$ cat src/hdl/rcba_pkg.sv
package rcba_pkg;

	localparam int COORD_W = 11;
	localparam int DIM_W = 12;
	localparam int PIX_W = 8;
	localparam int PIX_MAX = 255;

	localparam int CFG_IDX_W = 2;
	localparam int CFG_DATA_W = 12;

	localparam int MAX_DIM_DEF = 2048;
	localparam int RATIO_FRAC_BITS_DEF = 16;

	localparam int EDGE_LEVEL = 250;
	localparam int GRAY_GAIN = 4;
	localparam int GRAY_OFFSET = 100;

	localparam logic [CFG_IDX_W-1:0] CFG_IMAGE_WIDTH = 2'd0;
	localparam logic [CFG_IDX_W-1:0] CFG_IMAGE_HEIGHT = 2'd1;
	localparam logic [CFG_IDX_W-1:0] CFG_CHANNEL_MODE = 2'd2;

	localparam logic [DIM_W-1:0] RESET_IMAGE_WIDTH = 12'd200;
	localparam logic [DIM_W-1:0] RESET_IMAGE_HEIGHT = 12'd200;

	typedef struct packed {
		logic [COORD_W-1:0] pixel_row;
		logic [COORD_W-1:0] pixel_col;
		logic [PIX_W-1:0]   chan_blue;
		logic [PIX_W-1:0]   chan_green;
		logic [PIX_W-1:0]   chan_red;
	} pixel_t;

	typedef struct packed {
		logic [PIX_W-1:0] out_blue;
		logic [PIX_W-1:0] out_green;
		logic [PIX_W-1:0] out_red;
	} result_t;

	typedef struct packed {
		logic [PIX_W-1:0] chan_blue;
		logic [PIX_W-1:0] chan_green;
		logic [PIX_W-1:0] chan_red;
	} rgb_t;

endpackage

$ cat src/hdl/rcba_center.sv
module rcba_center
	import rcba_pkg::*;
#(
	parameter int MAX_DIM = MAX_DIM_DEF,
	parameter int CX_W = $clog2(MAX_DIM_DEF / 2 + 1),
	localparam int CEN_W = CX_W + 1
) (
	input  logic             clk,
	input  logic             arst_n,
	input  logic             dims_wr,
	input  logic [DIM_W-1:0] image_width,
	input  logic [DIM_W-1:0] image_height,
	output logic [CX_W-1:0]  cx,
	output logic [CX_W-1:0]  cy,
	output logic [CEN_W-1:0] center,
	output logic             busy
);

	localparam int REM_W = CEN_W + 2;
	localparam int NB_W = 2 * CEN_W;
	localparam int CNT_W = $clog2(CEN_W);

	localparam logic [1:0] ST_IDLE = 2'd0;
	localparam logic [1:0] ST_DIMS = 2'd1;
	localparam logic [1:0] ST_SUM = 2'd2;
	localparam logic [1:0] ST_ROOT = 2'd3;

	logic [1:0]        state_q;
	logic [CNT_W-1:0]  cnt_q;
	logic [CX_W-1:0]   cx_q;
	logic [CX_W-1:0]   cy_q;
	logic [NB_W-1:0]   n_q;
	logic [REM_W-1:0]  rem_q;
	logic [CEN_W-1:0]  root_q;
	logic [2*CX_W-1:0] cx_sq;
	logic [2*CX_W-1:0] cy_sq;
	logic [NB_W-1:0]   sq_sum;
	logic [REM_W-1:0]  rem_sh;
	logic [REM_W-1:0]  trial;
	logic              take;

	function automatic logic [CX_W-1:0] half_dim(input logic [DIM_W-1:0] dim);
		if (32'(dim) > MAX_DIM) begin
			return CX_W'(MAX_DIM / 2);
		end
		return CX_W'(dim >> 1);
	endfunction

	assign cx_sq = cx_q * cx_q;
	assign cy_sq = cy_q * cy_q;
	assign sq_sum = NB_W'(cx_sq) + NB_W'(cy_sq);

	assign rem_sh = {rem_q[REM_W-3:0], n_q[NB_W-1 -: 2]};
	assign trial = {root_q, 2'b01};
	assign take = rem_sh >= trial;

	always_ff @(posedge clk or negedge arst_n) begin
		if (!arst_n) begin
			state_q <= ST_DIMS;
			cnt_q <= '0;
		end else if (dims_wr) begin
			state_q <= ST_DIMS;
		end else begin
			unique case (state_q)
				ST_IDLE: state_q <= ST_IDLE;
				ST_DIMS: state_q <= ST_SUM;
				ST_SUM: begin
					state_q <= ST_ROOT;
					cnt_q <= CNT_W'(CEN_W - 1);
				end
				ST_ROOT: begin
					cnt_q <= cnt_q - 1'b1;
					if (cnt_q == '0) begin
						state_q <= ST_IDLE;
					end
				end
			endcase
		end
	end

	always_ff @(posedge clk) begin
		if (state_q == ST_DIMS) begin
			cx_q <= half_dim(image_width);
			cy_q <= half_dim(image_height);
		end
		if (state_q == ST_SUM) begin
			n_q <= sq_sum;
			rem_q <= '0;
			root_q <= '0;
		end
		if (state_q == ST_ROOT) begin
			n_q <= n_q << 2;
			rem_q <= take ? rem_sh - trial : rem_sh;
			root_q <= {root_q[CEN_W-2:0], take};
		end
	end

	assign cx = cx_q;
	assign cy = cy_q;
	assign center = root_q;
	assign busy = state_q != ST_IDLE;

endmodule

$ cat config.mk
export PLATFORM = sky130hd
export DESIGN_NAME = rcba_center
export DESIGN_NICKNAME = d
export VERILOG_FILES = /design/src/hdl/rcba_pkg.sv /design/src/hdl/rcba_center.sv
export SDC_FILE = /design/constraint.sdc
export NUM_CORES = 1
export LEC_CHECK = 0
export BUFFER_PORTS_ARGS = -buffer_cell sky130_fd_sc_hd__buf_2
export CAP_MARGIN = 5
export CORE_ASPECT_RATIO = 1.2
export CORE_MARGIN = 4
export CORE_UTILIZATION = 40
export CTS_BUF_LIST = sky130_fd_sc_hd__clkbuf_16
export DETAILED_ROUTE_END_ITERATION = 7
export PLACE_DENSITY_LB_ADDON = 0.05
export SLEW_MARGIN = 20
export SYNTH_ARGS = -nofsm -noshare
export SYNTH_HDL_FRONTEND = slang
export SYNTH_SLANG_ARGS = --single-unit
$ cat constraint.sdc
create_clock -name clk -period 5.7 [get_ports clk]
set_clock_uncertainty 0.1 [all_clocks]
set_input_delay 0.855 -clock clk [delete_from_list [all_inputs] [get_ports clk]]
set_output_delay 0.855 -clock clk [all_outputs]
set_load 0.05 [all_outputs]
# Yosys cells after proc, flatten, opt, wreduce, memory -nomap -nowiden
# Cells that the tools add are included.
[word_totals] ff_bits=76 inputBits=27 out_inout_bits=35
[op_classes] addsub=3 multipliers=2 n_lt_le_gt_ge=3 eq_ne=4 mux=19 n_bitwise=1 n_reduce_logical=5
[op_table] op="$mux W12" count=5
[op_table] op="$mux W24" count=2
[op_table] op="$mul A11 B11 Y22" count=2
[op_table] op="$mux W11" count=4
[op_table] op="$gt A12 B12 Y1 const B" count=2
[op_table] op="$add A22 B22 Y23" count=1
[op_table] op="$ge A14 B14 Y1" count=1
[op_table] op="$sub A12 B12 Y12" count=1
[op_table] op="$pmux W2 S4" count=1
[op_table] op="$pmux W4 S2" count=1
[op_table] op="$eq A2 B2 Y1 const B" count=2
[op_table] op="$logic_not A4 Y1" count=1
[op_table] op="$mux W1" count=4
[op_table] op="$mux W2" count=2
[op_table] op="$reduce_bool A2 Y1" count=2
[op_table] op="$sub A4 B1 Y4 const B" count=1
[op_table] op="$ne A3 B3 Y1 const B" count=1
[op_table] op="$eq A2 B1 Y1 const B" count=1
[op_table] op="$logic_not A2 Y1" count=1
[op_table] op="$reduce_and A2 Y1" count=1
[op_table] op="$not A1 Y1" count=1

# Depth between registers and ports, before layout
[logic_depth] word_depth=4 depth_mapped=23 ltp_nobuf=21

# Least setup slack after synthesis
# No wires, ideal clock.
[synth_timing] path_kind="register to register" start="register cx_q[7] (netlist: cx[7])" end="register n_q[22], data pin" setup_ns=0.259 arrival_ns=6.256 required_ns=5.341 setup_slack_ns=-0.915 stages_incl_launch_ff=22 path_buffers=1 period_less_slack_ns=6.615 path_cell_list="edfxtp_1 > clkbuf_1 > nand2_1 > fa_1 > inv_1 > fa_1 > inv_1 > fa_1 > inv_1 > fa_1 > fa_1 > fa_1 > inv_1 > fa_1 > inv_1 > ha_1 > nand2_1 > o211ai_1 > o211ai_1 > a31oi_2 > nor2_1 > a211o_1"
[synth_between] elab_chain_cells=4
[synth_rtl] item="start: declaration" line_no="rcba_center.sv:30" rtl="logic [CX_W-1:0] cx_q;"
[synth_rtl] item="start signal: assignment" line_no="rcba_center.sv:83" rtl="cx_q <= half_dim(image_width);"
[synth_rtl] item="$mul A11 B11 Y22" line_no="rcba_center.sv:49" rtl="assign cx_sq = cx_q * cx_q;"
[synth_rtl] item="$add A22 B22 Y23" line_no="rcba_center.sv:51" rtl="assign sq_sum = NB_W'(cx_sq) + NB_W'(cy_sq);"
[synth_rtl] item="$mux W24" line_no="rcba_center.sv:86" rtl="if (state_q == ST_SUM) begin"
[synth_rtl] item="$mux W24" line_no="rcba_center.sv:91" rtl="if (state_q == ST_ROOT) begin"
[synth_rtl] item="end signal: assignment" line_no="rcba_center.sv:87" rtl="n_q <= sq_sum;"
[synth_rtl] item="end signal: assignment" line_no="rcba_center.sv:92" rtl="n_q <= n_q << 2;"
[synth_rtl] item="end: declaration" line_no="rcba_center.sv:32" rtl="logic [NB_W-1:0] n_q;"
# Every way passes these cells. The select of a mux whose other input is x is not followed.
# A chain may end at the register's enable or synchronous reset.

# Worst setup path in the final report
# Ends and elaborated chain as after synthesis.

==> results.sh <==
export IMPL_status="finished with violations"
export IMPL_violations="negative setup slack"
export IMPL_insertion_delay_ns=0.36
export IMPL_crit_family="adder cells"
export IMPL_path_cells="buf_6 -> nand2_4 -> fa_1 -> inv_1 -> fa_1 -> inv_1 -> fa_1 -> inv_1 -> fa_1 -> fa_1 -> fa_1 -> inv_2 -> fa_1 -> inv_2 -> ha_4 -> or3_4 -> o211ai_1 -> a31oi_2 -> buf_4 -> a211o_1"
export IMPL_die_x_um=159
export IMPL_worstSetupStartpointType="register"
export IMPL_fin_crit_sh_pct=111
export IMPL_synth_edf_count=68
export IMPL_yosysUniqueCellTypes=62
export IMPL_gp_congestion=0.812
export IMPL_cap_violations=0
export IMPL_synth_fp_nets=1446
export IMPL_layout_commonest_cell="inv_1"
export IMPL_syn_inst=1134
export IMPL_rsz0062_at_grt="true"
export IMPL_antenna_found_initial=0
export IMPL_layout_drive_gt1_share_pct=29.0
export IMPL_synth_area_per_cell_sq_um=9.62
export IMPL_drt_iter0_markers=288
export IMPL_synth_area_sq_um=10900
export IMPL_setup_viol=15
export IMPL_synth_flop_cell="edfxtp_1"
export IMPL_vias=8262
export IMPL_crit_path_end_kind="register"
export IMPL_hold_buffers=0
export IMPL_cts_max_level=3
export IMPL_maxSlewViolCount=0
export IMPL_grt_pass1_wl_mm=44.2
export IMPL_crit_path_max_incr_delay_ns=0.56
export IMPL_cts_buffer_depth=2
export IMPL_grt_pass1_vias=8999
export IMPL_cts_tree="done"
export IMPL_required_ns=5.71
export IMPL_root_buffer="clkbuf_16"
export IMPL_synth_async_reset_ratio_pct=7.89
export IMPL_grt_overflow=0
export IMPL_post_dp_hpwl_mm=21.5
export IMPL_path_class="reg2reg"
export IMPL_ant_nets=0
export IMPL_core_area_sq_um=26600
export IMPL_firstDrtPassIters=4
export IMPL_dieArea_sq_um=30000
export IMPL_path_max_fanout=5
export IMPL_yosysSeqAreaShare_pct=20.5
export IMPL_wire_per_inst_um=15.5
export IMPL_io_buffers=59
export IMPL_ys_ff_latch=76
export IMPL_relSlewSlack_pct=34.0
export IMPL_nets=1664
export IMPL_start_util_pct=41.0
export IMPL_crit_slowest_cell="fa_1"
export IMPL_area_delta_synth_final_pct=27.1
export IMPL_tightest_slew_ns=0.987
export IMPL_track_usage_pct=18.4
export IMPL_finalCriticalPeriod_ns=6.32
export IMPL_avgViaCountPerCell=4.88
export IMPL_rows=65
export IMPL_critical_path_buf_inv_count=7
export IMPL_drc=0
export IMPL_pre_cts_slack_ns=-0.635
export IMPL_dieHeight_um=189
export IMPL_cts_buffers=9
export IMPL_crit_top_cell="fa_1"
export IMPL_finalHoldViolations=0
export IMPL_fmaxAchievable_ghz=0.158
export IMPL_cp_arrival_ns=6.33
export IMPL_antenna_cells=0
export IMPL_ys_warnings_count=0
export IMPL_fin_tns_setup_ns=-5.96
export IMPL_holdCritPathClass="in2async"
export IMPL_grt_max_degree=36
export IMPL_path_clk_slew_ns=0.07
export IMPL_finalWirelength_mm=26.2
export IMPL_io_pins=62
export IMPL_worst_slack_ns=-0.620
export IMPL_most_common_layout_cells="inv_1, buf_4, fa_1"
export IMPL_clock_sinks=76
## synth_stat cells, drive strengths merged, types with 4 or more instances
cell	n	area [sq um]
a211o	4	36.3
xor2	8	70.1
nand2	75	282
nand3	16	92.6
or3	7	48.8
a21oi	36	180
o31ai	6	45.0
inv	276	1040
a31o	4	35.0
o21ai	32	160
mux2i	11	110
o211ai	4	35.0
xnor2	20	175
o21a	7	52.6
clkbuf	38	144
a22o	4	35.0
and2	66	413
nor2b	27	169
a211oi	7	62.6
nor3	12	60.1
nand4	10	62.6
a21o	7	52.6
edfxtp	68	2040
fa	162	3240
nand2b	4	25.0
ha	123	1540
buf	6	42.5
dfrtp	5	125
nor2	53	199
## flip-flops by register name, summed over array words and instances, names as in the netlist
name	flops
cnt_q	4
state_q	2
center	12
n_q	24
rem_q	12
cy	11
cx	11
## repair_timing
| action | 4_1_cts | 5_1_grt |
|---|---|---|
| setup endpoints to repair | 17 | 17 |
| gates resized for setup | 49 | 78 |
| endpoints found under the hold margin | 0 | 0 |
| setup buffers | 22 | 23 |
| pin swaps | 29 | 52 |
## path summary, 6_finish.rpt
check / endpoint / slack [ns] / startpoint / depth (start not counted)
setup / recovery: n_q[22] / -0.62 / cx[7] / 20
max in group asynchronous: state_q[0] / 5.07 / arst_n / 1
hold reg to reg: n_q[1] / 0.41 / n_q[1] / 2
setup reg to reg: n_q[22] / -0.62 / cx[7] / 20
hold / removal: cnt_q[1] / 0.21 / arst_n / 1
min in group clk: n_q[1] / 0.41 / n_q[1] / 2
## kinds of logic after synthesis
kind of cell               Yosys count  share of synthesized area [%]
and+or+nand+nor                    281                           13.1
AOI/OAI and AO/OA                  132                           8.08
xor gates and xnor gates            28                           2.25
muxes                               11                           1.01
adders and majority gates          285                           43.8
buffers and inverters              321                           11.2
DFF                                 76                           20.5
## metrics by stage
stage	cells	instance area [sq um]	hold slack, ns	utilization (%)
6_report	1692	13900	0.208	52.2
5_1_grt	1692	13900	0.196	52.2
4_1_cts	1670	13400	0.195	50.5
3_5_place_dp	1632	12800	0.395	48.0
3_3_place_gp	1632	12800	0.385	48.0
2_1_floorplan	1134	11200	0.362	-
## routing by layer
metal	track usage (%)	routed length, um	vias to the layer above
li1	-	-	4005
met1	21.1	10500	4135
met2	36.3	14800	105
met3	2.05	525	17
met4	4.71	409	0
met5	0	0	-
## layout make-up
cell class	instances	area, sq um
clock inverter	5	36.3
inverter	277	1040
sequential	76	2230
tap	335	419
clock buffer	11	275
fill	2558	12700
multi-input combinational	737	8040
timing repair buffer	251	1830
Power is not shown: default switching activity piles up to over one toggle a cycle in this logic, so the estimate is an artifact.
