## src/hdl/rcba_pkg.sv

```systemverilog
package rcba_pkg;

	localparam int COORD_W = 11;
	localparam int DIM_W = 12;
	localparam int PIX_W = 8;
	localparam int PIX_MAX = 255;

	localparam int CFG_IDX_W = 2;
	localparam int CFG_DATA_W = 12;

	localparam int MAX_DIM_DEF = 2048;
	localparam int RATIO_FRAC_BITS_DEF = 16;

	localparam int EDGE_LEVEL = 250;
	localparam int GRAY_GAIN = 4;
	localparam int GRAY_OFFSET = 100;

	localparam logic [CFG_IDX_W-1:0] CFG_IMAGE_WIDTH = 2'd0;
	localparam logic [CFG_IDX_W-1:0] CFG_IMAGE_HEIGHT = 2'd1;
	localparam logic [CFG_IDX_W-1:0] CFG_CHANNEL_MODE = 2'd2;

	localparam logic [DIM_W-1:0] RESET_IMAGE_WIDTH = 12'd200;
	localparam logic [DIM_W-1:0] RESET_IMAGE_HEIGHT = 12'd200;

	typedef struct packed {
		logic [COORD_W-1:0] pixel_row;
		logic [COORD_W-1:0] pixel_col;
		logic [PIX_W-1:0]   chan_blue;
		logic [PIX_W-1:0]   chan_green;
		logic [PIX_W-1:0]   chan_red;
	} pixel_t;

	typedef struct packed {
		logic [PIX_W-1:0] out_blue;
		logic [PIX_W-1:0] out_green;
		logic [PIX_W-1:0] out_red;
	} result_t;

	typedef struct packed {
		logic [PIX_W-1:0] chan_blue;
		logic [PIX_W-1:0] chan_green;
		logic [PIX_W-1:0] chan_red;
	} rgb_t;

endpackage

```

## src/hdl/rcba_dist.sv

```systemverilog
module rcba_dist
	import rcba_pkg::*;
#(
	parameter int CX_W = $clog2(MAX_DIM_DEF / 2 + 1),
	parameter int RATIO_FRAC_BITS = RATIO_FRAC_BITS_DEF,
	localparam int AD_W = (COORD_W > CX_W) ? COORD_W : CX_W,
	localparam int ROOT_W = AD_W + 1 + RATIO_FRAC_BITS
) (
	input  logic              clk,
	input  logic              arst_n,
	input  logic              adv,
	input  logic              in_valid,
	input  pixel_t            pixel,
	input  logic [CX_W-1:0]   cx,
	input  logic [CX_W-1:0]   cy,
	output logic              out_valid,
	output logic [ROOT_W-1:0] out_root,
	output rgb_t              out_rgb
);

	localparam int NB_W = 2 * AD_W + 2;
	localparam int REM_W = ROOT_W + 2;

	logic              v_s1;
	logic              v_s2;
	logic              v_s3;
	logic [AD_W-1:0]   adr_s1;
	logic [AD_W-1:0]   adc_s1;
	logic [2*AD_W-1:0] sqr_s2;
	logic [2*AD_W-1:0] sqc_s2;
	logic [NB_W-1:0]   d2_s3;
	rgb_t              rgb_s1;
	rgb_t              rgb_s2;
	rgb_t              rgb_s3;
	logic [AD_W-1:0]   adr_d;
	logic [AD_W-1:0]   adc_d;

	logic              v_s [ROOT_W];
	logic [NB_W-1:0]   n_s [ROOT_W];
	logic [REM_W-1:0]  rem_s [ROOT_W];
	logic [ROOT_W-1:0] root_s [ROOT_W];
	rgb_t              rgb_s [ROOT_W];

	assign adr_d = (pixel.pixel_row >= cx) ? AD_W'(pixel.pixel_row - cx)
		: AD_W'(cx - pixel.pixel_row);
	assign adc_d = (pixel.pixel_col >= cy) ? AD_W'(pixel.pixel_col - cy)
		: AD_W'(cy - pixel.pixel_col);

	always_ff @(posedge clk or negedge arst_n) begin
		if (!arst_n) begin
			v_s1 <= 1'b0;
			v_s2 <= 1'b0;
			v_s3 <= 1'b0;
		end else if (adv) begin
			v_s1 <= in_valid;
			v_s2 <= v_s1;
			v_s3 <= v_s2;
		end
	end

	always_ff @(posedge clk) begin
		if (adv) begin
			adr_s1 <= adr_d;
			adc_s1 <= adc_d;
			rgb_s1 <= {pixel.chan_blue, pixel.chan_green, pixel.chan_red};
			sqr_s2 <= adr_s1 * adr_s1;
			sqc_s2 <= adc_s1 * adc_s1;
			rgb_s2 <= rgb_s1;
			d2_s3 <= NB_W'(sqr_s2) + NB_W'(sqc_s2);
			rgb_s3 <= rgb_s2;
		end
	end

	for (genvar k = 0; k < ROOT_W; k++) begin : g_step
		logic              v_in;
		logic [NB_W-1:0]   n_in;
		logic [REM_W-1:0]  rem_in;
		logic [ROOT_W-1:0] root_in;
		rgb_t              rgb_in;
		logic [REM_W-1:0]  rem_sh;
		logic [REM_W-1:0]  trial;
		logic              take;

		if (k == 0) begin : g_first
			assign v_in = v_s3;
			assign n_in = d2_s3;
			assign rem_in = '0;
			assign root_in = '0;
			assign rgb_in = rgb_s3;
		end else begin : g_next
			assign v_in = v_s[k-1];
			assign n_in = n_s[k-1];
			assign rem_in = rem_s[k-1];
			assign root_in = root_s[k-1];
			assign rgb_in = rgb_s[k-1];
		end

		assign rem_sh = {rem_in[REM_W-3:0], n_in[NB_W-1 -: 2]};
		assign trial = {root_in, 2'b01};
		assign take = rem_sh >= trial;

		always_ff @(posedge clk or negedge arst_n) begin
			if (!arst_n) begin
				v_s[k] <= 1'b0;
			end else if (adv) begin
				v_s[k] <= v_in;
			end
		end

		always_ff @(posedge clk) begin
			if (adv) begin
				n_s[k] <= n_in << 2;
				rem_s[k] <= take ? rem_sh - trial : rem_sh;
				root_s[k] <= {root_in[ROOT_W-2:0], take};
				rgb_s[k] <= rgb_in;
			end
		end
	end

	assign out_valid = v_s[ROOT_W-1];
	assign out_root = root_s[ROOT_W-1];
	assign out_rgb = rgb_s[ROOT_W-1];

endmodule

```

## config.mk

```make
export PLATFORM = sky130hd
export DESIGN_NAME = rcba_dist
export DESIGN_NICKNAME = d
export VERILOG_FILES = /design/src/hdl/rcba_pkg.sv /design/src/hdl/rcba_dist.sv
export SDC_FILE = /design/constraint.sdc
export NUM_CORES = 2
export LEC_CHECK = 0
export ABC_AREA = 1
export BUFFER_PORTS_ARGS = -buffer_cell sky130_fd_sc_hd__buf_2
export CAP_MARGIN = 15
export CELL_PAD_IN_SITES_DETAIL_PLACEMENT = 1
export CELL_PAD_IN_SITES_GLOBAL_PLACEMENT = 2
export CORE_AREA = 2 2 449 896
export CTS_BUF_LIST = sky130_fd_sc_hd__clkbuf_4 sky130_fd_sc_hd__clkbuf_8 sky130_fd_sc_hd__clkbuf_16
export DETAILED_ROUTE_END_ITERATION = 7
export DIE_AREA = 0 0 451 898
export PLACE_DENSITY = 0.71
export SLEW_MARGIN = 20
export SYNTH_ARGS = -nofsm -noshare
export SYNTH_HDL_FRONTEND = slang
export SYNTH_SLANG_ARGS = --single-unit
export TNS_END_PERCENT = 1
```

## constraint.sdc

```tcl
create_clock -name clk -period 6.7 [get_ports clk]
set_input_delay 0.67 -clock clk [delete_from_list [all_inputs] [get_ports clk]]
set_output_delay 0.67 -clock clk [all_outputs]
set_load 0.02 [all_outputs]
```

Word-level counts from Yosys, hierarchy flattened --
Memory sizes are Yosys's and may differ from the RTL's. Index checks and enable logic that the tools add are counted. Widths: inputs -> output; s select.
Storage, ports and cells: input bits 72, flip-flop bits (word level) 193, memories 4, output and inout port bits 53, bits in writable memories 2912, word-level logic and storage cells 146, bits in latches 0, bits in read-only memories 0
Cells by class: divide/modulo/power cells 0, $lt $le $gt $ge 30, reductions and logical operators 0, bitwise operators 0, multiplexer cells 32, multipliers 2, add/subtract/negate cells 33, equal/unequal tests 0, shift operators 0
Memories:
- rem_s | words 28, width 30, rd ports 27, clocked after Yosys merged registers in 0, wr ports 28, line rcba_dist.sv:40 | logic [REM_W-1:0] rem_s [ROOT_W];
- root_s | words 28, width 28, rd ports 28, clocked after Yosys merged registers in 0, wr ports 28, line rcba_dist.sv:41 | logic [ROOT_W-1:0] root_s [ROOT_W];
- rgb_s | words 28, width 24, rd ports 28, clocked after Yosys merged registers in 0, wr ports 28, line rcba_dist.sv:42 | rgb_t rgb_s [ROOT_W];
- n_s | words 28, width 22, rd ports 27, clocked after Yosys merged registers in 0, wr ports 28, line rcba_dist.sv:39 | logic [NB_W-1:0] n_s [ROOT_W];
Operators by type and width (count):
- $mux 30 | 28
- $ge 30x30->1 | 27
- $sub 30x30->30 | 27
- $mul 11x11->22 | 2
- $sub 11x11->11 | 4
- $add 22x22->23 | 1
- $ge 11x11->1 | 2
- $mux 11 | 2
- $sub 2x1->3 const B | 1
- $ge 2x1->1 const B | 1
- $mux 1 | 2

Longest topological paths before layout --
An unclocked memory read counts as a cell.
depth after elaboration 3, mapped depth 21, mapped depth without buffers 20

Least setup slack after synthesis --
Ideal clock, no wire load.
path type flip-flop to flip-flop, from reg adr_s1[2], to reg sqr_s2[18] (data pin), period minus slack after synthesis 4894 ps, arrival time 4642 ps, slack 1806 ps, setup time 252 ps, cell stages (with the launch flop) 20, data required time 6448 ps, cell sequence edfxtp_1 clkbuf_1 nand2_1 fa_1 inv_1 fa_1 fa_1 fa_1 inv_1 fa_1 inv_1 ha_1 nand2_1 inv_1 a21oi_1 nor2_1 nor3_1 nand2_1 nand2_1 nand2_1
Between the ends: cells in the longest elaborated chain, start to end 1
Ends and longest elaborated chain:
- start, declared | line rcba_dist.sv:27 | logic [AD_W-1:0] adr_s1;
- start signal, assigned | line rcba_dist.sv:63 | adr_s1 <= adr_d;
- $mul 11x11->22 | line rcba_dist.sv:66 | sqr_s2 <= adr_s1 * adr_s1;
- end signal, assigned | line rcba_dist.sv:66
- end, declared | line rcba_dist.sv:29 | logic [2*AD_W-1:0] sqr_s2;
No other way between the ends. A chain may end at the register's enable or synchronous reset.

Worst setup path after layout --
from reg adc_s1[5], to reg sqc_s2[19] (data pin)
Between the ends: cells in the longest elaborated chain, start to end 1
Ends and longest elaborated chain:
- start, declared | line rcba_dist.sv:28 | logic [AD_W-1:0] adc_s1;
- start signal, assigned | line rcba_dist.sv:64 | adc_s1 <= adc_d;
- $mul 11x11->22 | line rcba_dist.sv:67 | sqc_s2 <= adc_s1 * adc_s1;
- end signal, assigned | line rcba_dist.sv:67
- end, declared | line rcba_dist.sv:30 | logic [2*AD_W-1:0] sqc_s2;
No other way between the ends.

==> results.toml <==
[run_status]
status = "complete, no violations"

[setup_path]
start_kind = "flop"
end_kind = "flop"
critPathTopFamily = "adder cells"
worstPathRequired_ns = 7.41
arrival_ns = 6.25
crit_fanout = 12
max_stage_delay_ns = 0.78
crit_type = "reg -> reg"
path_buf_inv = 5
path_cells = "nand2_1, fa_1, inv_1, fa_1, inv_1, fa_1, inv_1, fa_1, inv_1, fa_1, inv_1, ha_1, nand4_1, o21ai_0, nand3_1, nand3_1, nand2_1"
slowest_stage = "edfxtp_1"

[synth]
syn_area_per_cell_um2 = 9.276
synth_top_area_frac = 0.5388
synth_fp_nets = 13190
synth_area_leaders = "edfxtp_1 (54%), nand2_1 (12%), inv_1 (6.9%)"
ys.warnings.count = 0
synth.distinct_cells = 57
ys_seq_area_frac = 0.5456
synth_edf_count = 2065
synthesis.area_um2 = 115100
synth_ff_type = "edfxtp_1"
synth.ff_latch_count = 2096
ys_top_cells_by_count = "nand2_1 (3721), inv_1 (2111), edfxtp_1 (2065)"
async_flop_share = 0.01479
synth_top_cell_by_area = "edfxtp_1"
syn_inst = 12406
synth.most_common_cell = "nand2_1"

[pwr]
power.density_nw_per_um2 = 385.2
power.leakage_nw = 57.09
peakVddDrop_mv = 0.5801

[global_route]
grt_usage = 0.1966
grt_pass1_wl_um = 584200
grt_overflow = 0
grt_antenna_before_repair = 28
grt_pass1_vias = 93996
grt_max_degree = 172

[final_layout]
regArea_um2 = 62790
nets = 13484
drive_gt1_frac = 0.05562
n_fill_cell = 46069
design_area_um2 = 129800
multi_input_area_um2 = 43440
instances_no_fill = 18163
syn_to_final_growth_pct = 12.79

[floorplanning]
die_w_um = 451
rows = 328
ioPinCount = 125
chipHeight_um = 898
die_area_um2 = 405000
core_area_um2 = 398500
start_util = 0.2888

[timing]
maxSlewViolCount = 0
finalSetupTns_ns = 0
final_hold_viol_count = 0
worstMarginPinSlew_ns = 1.055
max_freq_ghz = 0.1804
setup_slack_ns = 1.158
rsz0062_at_grt = "no"
fin_crit_sh = 0.8271
skew_ns = 0.08751
setup_viol = 0
slew_headroom = 0.2893
holdWs_ns = 0.07935
fin_crit_ns = 5.542

[placement]
placed_area_um2 = 122100
post-place-ws_ns = 1.174
place_inst = 17737
dpl.hpwl_um = 329500
place.gp.congestion = 0.8932
numPortBuffers = 124

[drt]
vias = 84360
post_drt_wl_per_cell_um = 22.10
wl_um = 401500
drtIter0Drc = 3513
vias_per_cell = 4.645
ant_nets = 0
first_pass_iters = 6
drcViolationCount = 0

[clock_tree]
numClockSinks = 2096
h-tree-depth = 4
cts_buffers = 216
ctsLongestPathBuffers = 4
clkTransAtPathRegs_ns = 0.08
cts_setup_buffers = 0
clk_latency_ns = 0.96
cts-root-buf = "clkbuf_16"
cts_tree = "yes"

[hold_path]
hold_path_class = "in -> reg"

[run]
max_cap_viol_count = 0
-- placed cells by master, fill, tap and decap left out, types with 35 or more instances in the layout --
cell and instances:
a21oi_1 528, buf_2 123, buf_4 46, clkbuf_16 218, clkinv_2 37, edfxtp_1 2065
fa_1 146, ha_1 566, inv_1 2111, nand2_1 3721, nand3_1 688, nand3b_1 97
nand4_1 182, nor2_1 967, nor3_1 131, o21ai_0 309, o21ai_1 35, o21bai_1 43
xnor2_1 126, xor2_1 236
-- cell families after synthesis --
family | count (synthesis) | share of synthesized area
and+or+nand+nor | 5946 | 0.2146
buffers and inverters | 2269 | 0.07710
DFF | 2096 | 0.5456
AOI/OAI and AO/OA | 1017 | 0.04795
adders and majority gates | 712 | 0.08694
xor gates and xnor gates | 363 | 0.02763
muxes | 2 | 0.0001848
other | 1 | 0.00003259
-- report_power, final --
part,internal [W],switching (W),total (W)
Combinational,0.00611,0.0128,0.0190
Clock,0.00727,0.00567,0.0129
Sequential,0.0169,0.00120,0.0181
-- sequential cells by signal, indices dropped and copies added (netlist names) --
register / cells
adc_s1: 11
adr_s1: 11
d2_s3: 23
g_step.rgb_in: 24
g_step.v_in: 28
n_s: 132
out_valid: 1
rem_s: 696
rgb_s: 672
rgb_s1: 24
rgb_s2: 24
root_s: 406
sqc_s2: 21
sqr_s2: 21
v_s1: 1
v_s2: 1
-- metal layers --
metal	up-vias	wire length [um]	global-route usage	share of wire
met4	4	43890	0.1801	0.11
met5	-	22	0	0.000055
met3	1229	9079	0.02130	0.023
li1	40959	-	-	-
met2	1517	245100	0.4301	0.61
met1	40651	103400	0.1327	0.26
-- final cells by class --
type	count	share of cell area
Clock inverter	156	0.01374
Antenna cell	9	0.0001735
Timing Repair Buffer	211	0.01195
Clock buffer	236	0.04307
Tap cell	5280	0.05090
Sequential cell	2096	0.4837
Inverter	2134	0.06177
Multi-Input combinational cell	8041	0.3347
-- path summary, 6_finish.rpt --
kind                                    startpoint                          end  slack [ns]  cells past startpoint
min                                      pixel[11]         rgb_s1[11]$_DFFE_PP_        0.08                      1
min reg2reg                rgb_s[10][19]$_DFFE_PP_      rgb_s[10][43]$_DFFE_PP_        0.39                      0
max                            adc_s1[5]$_DFFE_PP_         sqc_s2[19]$_DFFE_PP_        1.16                     17
max reg2reg                    adc_s1[5]$_DFFE_PP_         sqc_s2[19]$_DFFE_PP_        1.16                     17
max in group asynchronous                   arst_n  g_step[24].v_in$_DFFE_PN0P_        5.89                      2
min in group asynchronous                   arst_n             v_s1$_DFFE_PN0P_        0.33                      2
-- through the flow --
| step | utilization | power [W] |
|---|---|---|
| after floorplan | - | 0.03029 |
| after global placement | 0.3065 | 0.03765 |
| after detailed placement | 0.3065 | 0.03775 |
| after CTS | 0.3256 | 0.05100 |
| after global routing | 0.3257 | 0.05351 |
| final | 0.3257 | 0.05000 |
-- timing repair --
action,CTS,global route
hold endpoints to repair,55,0
hold buffers,25,0
resized for setup,0,0
Note: power is estimated with default switching activity, not from simulation.
