$ cat config.mk
export PLATFORM = sky130hd
export DESIGN_NAME = rcba_ratio
export DESIGN_NICKNAME = d
export VERILOG_FILES = /design/src/hdl/rcba_pkg.sv /design/src/hdl/rcba_ratio.sv
export SDC_FILE = /design/constraint.sdc
export NUM_CORES = 1
export LEC_CHECK = 0
export BUFFER_PORTS_ARGS = -buffer_cell sky130_fd_sc_hd__buf_2
export CAP_MARGIN = 40
export CORE_AREA = 2 2 305 277
export DETAILED_ROUTE_END_ITERATION = 8
export DIE_AREA = 0 0 307 279
export GPL_ROUTABILITY_DRIVEN = 0
export PLACE_DENSITY = 0.7
export SLEW_MARGIN = 10
export SYNTH_ARGS = -nofsm -noshare
export SYNTH_HDL_FRONTEND = slang
export SYNTH_SLANG_ARGS = --single-unit
$ cat constraint.sdc
create_clock -name clk -period 3.05 [get_ports clk]
set_clock_uncertainty 0.15 [all_clocks]
set_input_delay 0.1525 -clock clk [delete_from_list [all_inputs] [get_ports clk]]
set_output_delay 0.1525 -clock clk [all_outputs]
set_load 0.005 [all_outputs]
$ cat src/hdl/rcba_pkg.sv
package rcba_pkg;

	localparam int COORD_W = 11;
	localparam int DIM_W = 12;
	localparam int PIX_W = 8;
	localparam int PIX_MAX = 255;

	localparam int CFG_IDX_W = 2;
	localparam int CFG_DATA_W = 12;

	localparam int MAX_DIM_DEF = 2048;
	localparam int RATIO_FRAC_BITS_DEF = 16;

	localparam int EDGE_LEVEL = 250;
	localparam int GRAY_GAIN = 4;
	localparam int GRAY_OFFSET = 100;

	localparam logic [CFG_IDX_W-1:0] CFG_IMAGE_WIDTH = 2'd0;
	localparam logic [CFG_IDX_W-1:0] CFG_IMAGE_HEIGHT = 2'd1;
	localparam logic [CFG_IDX_W-1:0] CFG_CHANNEL_MODE = 2'd2;

	localparam logic [DIM_W-1:0] RESET_IMAGE_WIDTH = 12'd200;
	localparam logic [DIM_W-1:0] RESET_IMAGE_HEIGHT = 12'd200;

	typedef struct packed {
		logic [COORD_W-1:0] pixel_row;
		logic [COORD_W-1:0] pixel_col;
		logic [PIX_W-1:0]   chan_blue;
		logic [PIX_W-1:0]   chan_green;
		logic [PIX_W-1:0]   chan_red;
	} pixel_t;

	typedef struct packed {
		logic [PIX_W-1:0] out_blue;
		logic [PIX_W-1:0] out_green;
		logic [PIX_W-1:0] out_red;
	} result_t;

	typedef struct packed {
		logic [PIX_W-1:0] chan_blue;
		logic [PIX_W-1:0] chan_green;
		logic [PIX_W-1:0] chan_red;
	} rgb_t;

endpackage

$ cat src/hdl/rcba_ratio.sv
module rcba_ratio
	import rcba_pkg::*;
#(
	parameter int CEN_W = $clog2(MAX_DIM_DEF / 2 + 1) + 1,
	parameter int ROOT_W = COORD_W + 1 + RATIO_FRAC_BITS_DEF,
	parameter int RATIO_FRAC_BITS = RATIO_FRAC_BITS_DEF,
	localparam int R_W = RATIO_FRAC_BITS + 2
) (
	input  logic              clk,
	input  logic              arst_n,
	input  logic              adv,
	input  logic              in_valid,
	input  logic [ROOT_W-1:0] in_root,
	input  rgb_t              in_rgb,
	input  logic [CEN_W-1:0]  center,
	output logic              out_valid,
	output logic [R_W-1:0]    out_ratio,
	output rgb_t              out_rgb
);

	logic              v_s1;
	logic              sat_s1;
	logic              zero_s1;
	logic [CEN_W-1:0]  rem_s1;
	logic [R_W-1:0]    lo_s1;
	rgb_t              rgb_s1;
	logic [ROOT_W-1:0] hi_d;

	logic              v_s [R_W];
	logic              sat_s [R_W];
	logic              zero_s [R_W];
	logic [CEN_W-1:0]  rem_s [R_W];
	logic [R_W-1:0]    lo_s [R_W];
	rgb_t              rgb_s [R_W];

	assign hi_d = in_root >> R_W;

	always_ff @(posedge clk or negedge arst_n) begin
		if (!arst_n) begin
			v_s1 <= 1'b0;
		end else if (adv) begin
			v_s1 <= in_valid;
		end
	end

	always_ff @(posedge clk) begin
		if (adv) begin
			zero_s1 <= in_root == '0;
			sat_s1 <= (in_root != '0) && (hi_d >= ROOT_W'(center));
			rem_s1 <= CEN_W'(hi_d);
			lo_s1 <= in_root[R_W-1:0];
			rgb_s1 <= in_rgb;
		end
	end

	for (genvar k = 0; k < R_W; k++) begin : g_step
		logic             v_in;
		logic             sat_in;
		logic             zero_in;
		logic [CEN_W-1:0] rem_in;
		logic [R_W-1:0]   lo_in;
		rgb_t             rgb_in;
		logic [CEN_W:0]   part;
		logic             take;

		if (k == 0) begin : g_first
			assign v_in = v_s1;
			assign sat_in = sat_s1;
			assign zero_in = zero_s1;
			assign rem_in = rem_s1;
			assign lo_in = lo_s1;
			assign rgb_in = rgb_s1;
		end else begin : g_next
			assign v_in = v_s[k-1];
			assign sat_in = sat_s[k-1];
			assign zero_in = zero_s[k-1];
			assign rem_in = rem_s[k-1];
			assign lo_in = lo_s[k-1];
			assign rgb_in = rgb_s[k-1];
		end

		assign part = {rem_in, lo_in[R_W-1]};
		assign take = part >= {1'b0, center};

		always_ff @(posedge clk or negedge arst_n) begin
			if (!arst_n) begin
				v_s[k] <= 1'b0;
			end else if (adv) begin
				v_s[k] <= v_in;
			end
		end

		always_ff @(posedge clk) begin
			if (adv) begin
				sat_s[k] <= sat_in;
				zero_s[k] <= zero_in;
				rem_s[k] <= take ? CEN_W'(part - {1'b0, center}) : CEN_W'(part);
				lo_s[k] <= {lo_in[R_W-2:0], take};
				rgb_s[k] <= rgb_in;
			end
		end
	end

	assign out_valid = v_s[R_W-1];
	assign out_rgb = rgb_s[R_W-1];

	always_comb begin
		priority if (zero_s[R_W-1]) begin
			out_ratio = '0;
		end else if (sat_s[R_W-1]) begin
			out_ratio = '1;
		end else begin
			out_ratio = lo_s[R_W-1];
		end
	end

endmodule

# Word level (Yosys, flattened, before mapping)
# Memory sizes are Yosys's and may differ from the RTL's.
# Index checks and enable logic that the tools add are counted.
dict set report classes {
  reduce_logical 3
  magnitude_cmp 19
  bitwise_logic 0
  n_mux 22
  n_addsub 18
  div_mod_pow 0
  n_eq_ne 0
  multipliers 0
  shifts 0
}
# cell count
set ops {}
lappend ops {{>= comparator 13 x 12 -> 1 bit} 17}
lappend ops {{2-to-1 mux 12 bit} 18}
lappend ops {{subtractor 12 bit} 17}
lappend ops {{2-to-1 mux 18 bit} 2}
lappend ops {{zero test 28 bit} 1}
lappend ops {{nonzero test 28 bit} 1}
lappend ops {{>= comparator 10 x 12 -> 1 bit} 1}
lappend ops {{>= comparator 11 x 12 -> 1 bit} 1}
lappend ops {{subtractor 11 x 12 -> 12 bit} 1}
lappend ops {{2-to-1 mux 1 bit} 2}
lappend ops {{logical AND 1 bit} 1}
dict set report word_totals {
  wordCells 93
  output_inout_bits 43
  regBits 73
  ram_bits 1008
  input_bits 68
  latchBits 0
  memories 5
  romBits 0
}
# name words word_bits rd rd_ports_with_merged_regs write_ports line
set memory_table {}
lappend memory_table {rgb_s 18 24 18 0 18 rcba_ratio.sv:34} ;# rgb_t rgb_s [R_W];
lappend memory_table {lo_s 18 18 18 0 18 rcba_ratio.sv:33} ;# logic [R_W-1:0] lo_s [R_W];
lappend memory_table {rem_s 18 12 17 0 18 rcba_ratio.sv:32} ;# logic [CEN_W-1:0] rem_s [R_W];
lappend memory_table {sat_s 18 1 18 0 18 rcba_ratio.sv:30} ;# logic sat_s [R_W];
lappend memory_table {zero_s 18 1 18 0 18 rcba_ratio.sv:31} ;# logic zero_s [R_W];

# Logic depth before layout (Yosys ltp)
# Gate-level depths: netlist (run 1).
# An unclocked memory read counts as a cell.
dict set report depth {
  word_depth 3
  mapped_depth 11
  depth_no_buf 10
}

# Worst setup path before layout (run 1)
# OpenSTA, ideal clock, no wires.
dict set report synth_path {
  kind {input-to-reg}
  start {in center[1]}
  end {mem rem_s[11][4] (netlist name) (data pin)}
  path_slack_ns 0.350
  arrival_time_ns 2.290
  setup_ns 0.260
  required_ns 2.640
  stages 9
  n_path_buf 1
  path_cell_list {inv_1 ha_1 nor2b_1 o31a_1 o21ai_2 a311oi_1 nor2_1 buf_4 mux2_2}
}
# element line
set synth_rtl {}
lappend synth_rtl {{start: declaration} rcba_ratio.sv:15} ;# input logic [CEN_W-1:0] center,
lappend synth_rtl {{end: declaration} rcba_ratio.sv:32}

==> results.md, run 1 <==
- CP Data Arrival Time: 3090 ps
- Average vias per placed instance: 5.69
- Horizontal die dimension: 307 µm
- Worst r2r dst: rem_s[0][10]
- CP startpoint kind: flip-flop
- Distinct cell type count of the synthesized netlist: between 60 and 70
- Leakage: 0.0191 µW
- Clk slew on worst S/H paths: about 60 ps
- Predominant post-synthesis flop cell: edfxtp_1
- Overall Power: 45600 µW
- Final global-route overflow total: 0
- Shortest period the worst path allows: 2810 ps
- Seq cells post-synth: 1069
- Worst slew pin tran: 851 ps
- Part of the total power dissipated in the clock network: 0.273
- Clock latency of the later-clocked register in the worst-skew pair: a little under 700 ps
- First-pass GRT wire length: 129 mm
- Sum of routed wire length over all layers: 80.2 mm
- Worst voltage drop across the vdd grid: a little under 0.0007 V
- Avg WL per Cell: 18.9 µm
- ANT nets after route: 0
- Path depth of the worst reg2reg path: 10
- Kind of critical path: flip-flop to flip-flop
- Site row count: 100
- Ranking of synthesized cells by instance count: edfxtp_1 (1050), ha_1 (225), nor2_1 (166)
- Path category of the worst min-delay check: input port to flip-flop
- Port Buffers: 110
- Clock tree from TritonCTS: done
- Most repeated cell in the gate-level netlist after synthesis: edfxtp_1
- Maximum number of buffers from clock root to sink: 3
- Clock root cell: clkbuf_16
- Largest net degree at the start of global routing: 105
- Placed instance area: roughly 48000 µm²
- Most area-consuming cells after synthesis: edfxtp_1 (70%), ha_1 (6.3%), mux2_2 (4.1%), nor2_1 (1.4%), o21ai_0 (1.3%)
- Layout area overhead: 14.4%
- Cell area after synthesis: 45000 µm²
- Switching power share of the total: 0.291
- Share of the clock period used by the worst path after layout: 0.921
- Hold Worst Slack: 41.6 ps
- Result of the run: finished clean
- Final hold vios: 0
- Final-report setup violation count: 0
- Synthesized instance count: approximately 2800
- Share of synthesized area occupied by flip-flops and latches: 0.711
- Post-route worst setup slack: 240 ps
- Mapped Nets: around 3100
- Worst-path maximum fanout: 2
- Library cell appearing most often on the critical path: inv_1
- Starting DRC count in detailed routing: between 2000 and 2500
- Total inserted antenna cells: 0
- Count of buffers added by post-CTS timing repair for setup: 0
- Post-synth EDFFs: 1050
- Sequential cell fraction of total power: 0.443
- Critical-path top delay cell: fa_1
- Ports placed on the boundary: ~110
- Final standard cell area without fillers: 51500 µm²
- DP HPWL: 50.0 mm
- Top delay family on crit path: compound AO/OA/AOI/OAI gates
- H-tree level count: 3
- Number of antenna violations at the first check in global routing: 0
- Worst max-slew margin expressed relative to the limit: 0.418
- Total negative slack for setup checks: 0 ps
- Part of the power in combinational logic: 0.285
- DR DRC count: 0
- Die area: around 86000 µm²
- Yosys top cell area share: 0.701
- Number of gates on the worst path with buffers counted: 10
- # clock sinks: 1069
- Number of max-cap violations: 0
- Cell-internal power: approximately 32000 µW
- Bufs and invs on worst path: 2
- Capture point of the critical path: rem_s[0][10]
- Worst Setup Slack post-DPL: approximately 210 ps
- Vias in the first global route: ~24000
- Net load switching power: around 13000 µW
- Final net count: around 3400
- Fraction of registers with async set or reset after synthesis: 0.0178
- Fillcell total: 5829
- Top cell type by total area after synthesis: edfxtp_1
- Reg-to-reg critical path startpoint: g_step[0].lo_in[17]
- Initial cell density of the core: 0.547
- Worst reg-to-reg setup slack: 240 ps
- Largest stage delay on the critical path: 400 ps
- Power per cell area: 886 nW/µm²
- Synth Warn #: 0
- Max Slew Vio Count: 0
- Fmax: 356 MHz
- Cells along the critical path: inv_1 -> ha_1 -> inv_1 -> fa_1 -> a21o_1 -> a221o_1 -> o41ai_4 -> o21ai_2 -> xor2_1 -> mux2_4
- Die boundary height: 279 µm
- Overall global routing resource usage: 0.189
- Critical path data required time: 3330 ps
- TritonCTS buffer count: 104
- CORE AREA: 82300 µm²
- Number of iterations in the first detailed-routing pass: 6
- Critical Path End Type: flip-flop
- Ratio of cells with drive above 1 in the final layout: 0.166
- First element of the critical path: g_step[0].lo_in[17]
- Average instance area after synthesis: 16.2 µm²
- Setup repair after global routing missed its margin: no
- Vias post-DR: 24100
[how the worst min path moves through the flow]
stage                          start                    to  slack, ps  cells past startpoint
after global placement        arst_n       g_step[17].v_in        -60                      1
final                     in_rgb[13]  g_step[0].rgb_in[13]         40                      2
after CTS                 in_rgb[12]  g_step[0].rgb_in[12]          3                      2
after global routing       in_rgb[7]   g_step[0].rgb_in[7]          4                      2
after detailed placement      arst_n       g_step[17].v_in        -50                      1
after floorplan               arst_n        g_step[0].v_in       -290                      0
[sequential cells by signal, indices dropped and copies added, names as in the netlist]
register,flops
g_step.lo_in,18
g_step.rem_in,10
g_step.rgb_in,24
g_step.sat_in,1
g_step.v_in,18
g_step.zero_in,1
lo_s,324
out_valid,1
rem_s,204
rgb_s,432
sat_s,18
zero_s,18
[power groups by stage]
stage	sequential [µW]	clock [µW]	combinational (µW)
finish	20200	12400	13000
global route	20400	13300	14400
CTS	20200	12800	12900
detailed placement	20500	0	12700
global placement	20400	0	12000
floorplan	19900	0	9800
[final cells by class]
class                   count  area (µm²)  area share
flip-flops and latches   1069       32000       0.621
multi-input cells        1530       12300       0.238
clock buffers             127        2780      0.0541
repair buffers            233        2010      0.0390
well taps                1071        1340      0.0260
clock inverters            62         564      0.0110
inverters                 145         544      0.0106
[what timing repair did]
item	4_1_cts	5_1_grt
hold endpoints to repair	140	0
gates resized for setup	0	0
hold buffers	64	0
[per-layer routing]
layer / share of wire / vias up / track usage
met5: 0 / - / 0
met4: 0.031 / 0 / 0.0669
met3: 0.056 / 194 / 0.0339
met2: 0.48 / 750 / 0.309
met1: 0.43 / 11700 / 0.258
li1: - / 11400 / -
[cells by family after synthesis]
group | count (synthesis) | synth area share
buf+inv | 174 | 0.0167
compound gates | 498 | 0.0749
xor+xnor | 107 | 0.0208
mux | 221 | 0.0547
simple gates | 462 | 0.0518
flops | 1069 | 0.711
fa+ha+maj | 242 | 0.0701
[cell usage in the layout (no fill, tap or decap), types with 14 or more instances in the layout]
cell type	count
clkbuf_16	108
a21o_1	28
a21oi_1	104
buf_2	109
ha_1	225
edfxtp_1	1050
inv_1	145
clkinv_1	22
buf_4	30
nand4_1	19
nand4b_1	28
nor2_1	166
a311oi_1	15
dlygate4sd3_1	64
nor2b_1	35
a32oi_1	14
buf_12	29
and3_1	17
a21boi_0	15
o31a_1	16
o21a_1	58
fa_1	17
or4b_1	14
xnor2_1	43
o31ai_1	20
dfrtp_1	19
nand3_1	64
o21ai_0	115
a211o_1	21
nor3_1	35
xor2_1	64
a211oi_1	16
clkinv_2	15
a22oi_1	14
mux2i_1	47
clkbuf_1	18
mux2_2	165
nand2_1	59
o21ai_2	15
[stage by stage]
step,util,cells
2_1_floorplan,-,2773
3_3_place_gp,0.577,3984
3_5_place_dp,0.577,3984
4_1_cts,0.626,4237
5_1_grt,0.626,4237
6_report,0.626,4237
No activity file was read; power rests on OpenSTA's default activity.
==> run 2: changes to the inputs <==
Settings changed: BUFFER_PORTS_ARGS -buffer_cell sky130_fd_sc_hd__buf_2 to not set, DONT_BUFFER_PORTS set to 1, PLACE_DENSITY 0.7 to 0.69.
==> run 2 against run 1 <==
Against the previous run: the run now ends with negative hold slack, max-slew violations, negative setup slack left; global-route usage fell by 0.48 points; power up 0.39%; flip-flop and latch count unchanged; die area stayed put; hold slack got worse by 570 ps; routed wire length down 2.5%; final area about the same; combinational power barely moved; clock-buffer cell count up 11; fmax decreased by 9.0%; largest cell class unchanged; register-to-register slack about the same; first-iteration DRC count fell by 10%.
==> results.md, run 2 (synthesis gave the netlist of run 1 again) <==
- Result of the run: finished with violations
- Violations in the final reports: negative hold slack, max-slew violations, negative setup slack
- Cell-internal power: about 33000 µW
- Die boundary height: roughly 280 µm
- Worst min-delay path startpoint: adv
- Die area: 85700 µm²
- Worst-path maximum fanout: 1069
- Overall global routing resource usage: 0.185
- Worst voltage drop across the vdd grid: 0.000573 V
- DR DRC count: 0
- Final-report setup violation count: 16
- Final net count: 3350
- Sum of routed wire length over all layers: 78.2 mm
- Power per cell area: around 900 nW/µm²
- Number of max-cap violations: 0
- Port Buffers: 0
- H-tree level count: 3
- Vias in the first global route: 24300
- Count of buffers added by post-CTS timing repair for setup: 0
- Critical Path End Type: flip-flop
- Most common library cell in the layout ignoring fill and taps: edfxtp_1
- Worst slew pin tran: 3290 ps
- Part of the total power dissipated in the clock network: 0.276
- Final standard cell area without fillers: 51500 µm²
- Clock latency of the later-clocked register in the worst-skew pair: between 600 and 700 ps
- DP HPWL: 47.3 mm
- Path category of the worst min-delay check: input port to flip-flop
- Average vias per placed instance: 5.67
- Largest net degree at the start of global routing: 1070
- End point of the worst hold path: g_step[0].rgb_in[2]
- Bufs and invs on worst path: 1
- Largest register FFs: approximately 430
- Switching power share of the total: 0.282
- Number of iterations in the first detailed-routing pass: 7
- Clock root cell: clkbuf_16
- # clock sinks: 1069
- Share of the clock period used by the worst path after layout: 1.01
- Number of antenna violations at the first check in global routing: 2
- Part of the power in combinational logic: 0.282
- Count of hold buffers inserted by post-cts repair: 127
- Most frequent cells in the layout: edfxtp_1 (1050), ha_1 (225), nor2_1 (166)
- First element of the critical path: adv
- Clock tree from TritonCTS: done
- Clk slew on worst S/H paths: approximately 60 ps
- Largest stage delay on the critical path: 1170 ps
- Setup repair after global routing missed its margin: no
- Area taken by flip-flops and latches: 32000 µm²
- Placed instance area: 46700 µm²
- Top delay family on crit path: multiplexers
- Maximum number of buffers from clock root to sink: 3
- Fillcell total: 5862
- Register ranked first by flip-flop count: rgb_s
- Cells along the critical path: mux2_2 -> dlygate4sd3_1
- Final global-route overflow total: 0
- Final hold vios: 160
- Worst max-slew margin expressed relative to the limit: -1.20
- Net load switching power: 12900 µW
- Reg-to-reg critical path startpoint: g_step[0].lo_in[17]
- Hold Worst Slack: -529 ps
- Initial cell density of the core: 0.547
- First-pass GRT wire length: around 130 mm
- Area used by multi-input combinational logic: 12300 µm²
- Registers with the most flip-flops: rgb_s: 432 flops, lo_s: 324 flops, rem_s: 204 flops
- Post-route worst setup slack: -36.9 ps
- Critical path data required time: 3420 ps
- Total negative slack for setup checks: -245 ps
- Shortest period the worst path allows: ~3100 ps
- Sequential cell fraction of total power: 0.442
- Worst r2r dst: rem_s[0][10]
- Vias post-DR: 23800
- Layout area overhead: 14.4%
- Horizontal die dimension: between 300 and 400 µm
- Avg WL per Cell: approximately 19 µm
- Fmax: 324 MHz
- Leakage: 0.0189 µW
- Max Slew Vio Count: 798
- Site row count: 100
- Cell depth of the worst hold path: 0
- Ports placed on the boundary: 111
- Worst reg-to-reg setup slack: 230 ps
- TritonCTS buffer count: 104
- Kind of critical path: input port to flip-flop
- Ratio of cells with drive above 1 in the final layout: 0.135
- Critical-path top delay cell: mux2_2
- Path depth of the worst reg2reg path: 10
- CORE AREA: 82300 µm²
- ANT nets after route: 0
- Starting DRC count in detailed routing: approximately 1900
- CP Data Arrival Time: 3450 ps
- CP startpoint kind: input port
run 2: changes by cell type in the layout (fill, tap and decap cells not counted), sizes merged, moves of 2 or more:
cell | before | now
buf | 169 | 65
dlygate4sd3 | 64 | 125
clkbuf | 127 | 138
clkinv | 44 | 36
bufinv | 6 | 8
clkinvlp | 6 | 4
run 2: repair_timing:
action | in CTS | in global routing
endpoints found under the hold margin | 1203 | 227
gates resized for setup | 0 | 3
endpoints found under the setup margin | 0 | 15
run 2: power groups by stage:
stage          Sequential (µW)  Combinational (µW)  Clock [µW]
3_3_place_gp             20400               11700           0
4_1_cts                  20200               12800       12900
6_report                 20300               12900       12600
5_1_grt                  20400               14300       13500
3_5_place_dp             20500               12400           0
2_1_floorplan            19900                9800           0
run 2: cell type report:
class | count | share of cell area
Sequential cell | 1069 | 0.622
Multi-Input combinational cell | 1530 | 0.238
Clock buffer | 138 | 0.0553
Timing Repair Buffer | 190 | 0.0365
Tap cell | 1071 | 0.0260
Clock inverter | 54 | 0.0114
Inverter | 145 | 0.0106
Antenna cell | 1 | 0.0000486
run 2: worst max path at each step:
| stage | to | depth (start not counted) | slack [ps] |
|---|---|---|---|
| 2_1_floorplan | rem_s[11][4] | 9 | 350 |
| 3_3_place_gp | rem_s[0][1] | 10 | 70 |
| 3_5_place_dp | rem_s[0][1] | 10 | 60 |
| 4_1_cts | rem_s[0][1] | 10 | 40 |
| 5_1_grt | rem_s[0][1] | 10 | 50 |
| 6_report | g_step[7].v_in | 2 | -40 |
run 2: layer usage:
metal,track usage,up-vias,wire [µm]
met5,0,-,0
met4,0.0775,0,2860
met3,0.0307,207,3880
met2,0.300,703,37200
met1,0.249,11500,34200
li1,-,11400,-
run 2: stage by stage:
stage               total power (µW)  utilization  hold slack [ps]  worst slack [ps]  instances
floorplan                      29700            -             -293               350       2773
global placement               32100        0.568             -293              73.3       3878
detailed placement             32900        0.568             -293              62.3       3878
CTS                            45900        0.625             -534              44.0       4197
global route                   48200        0.625             -566              48.7       4197
finish                         45800        0.625             -529             -36.9       4198
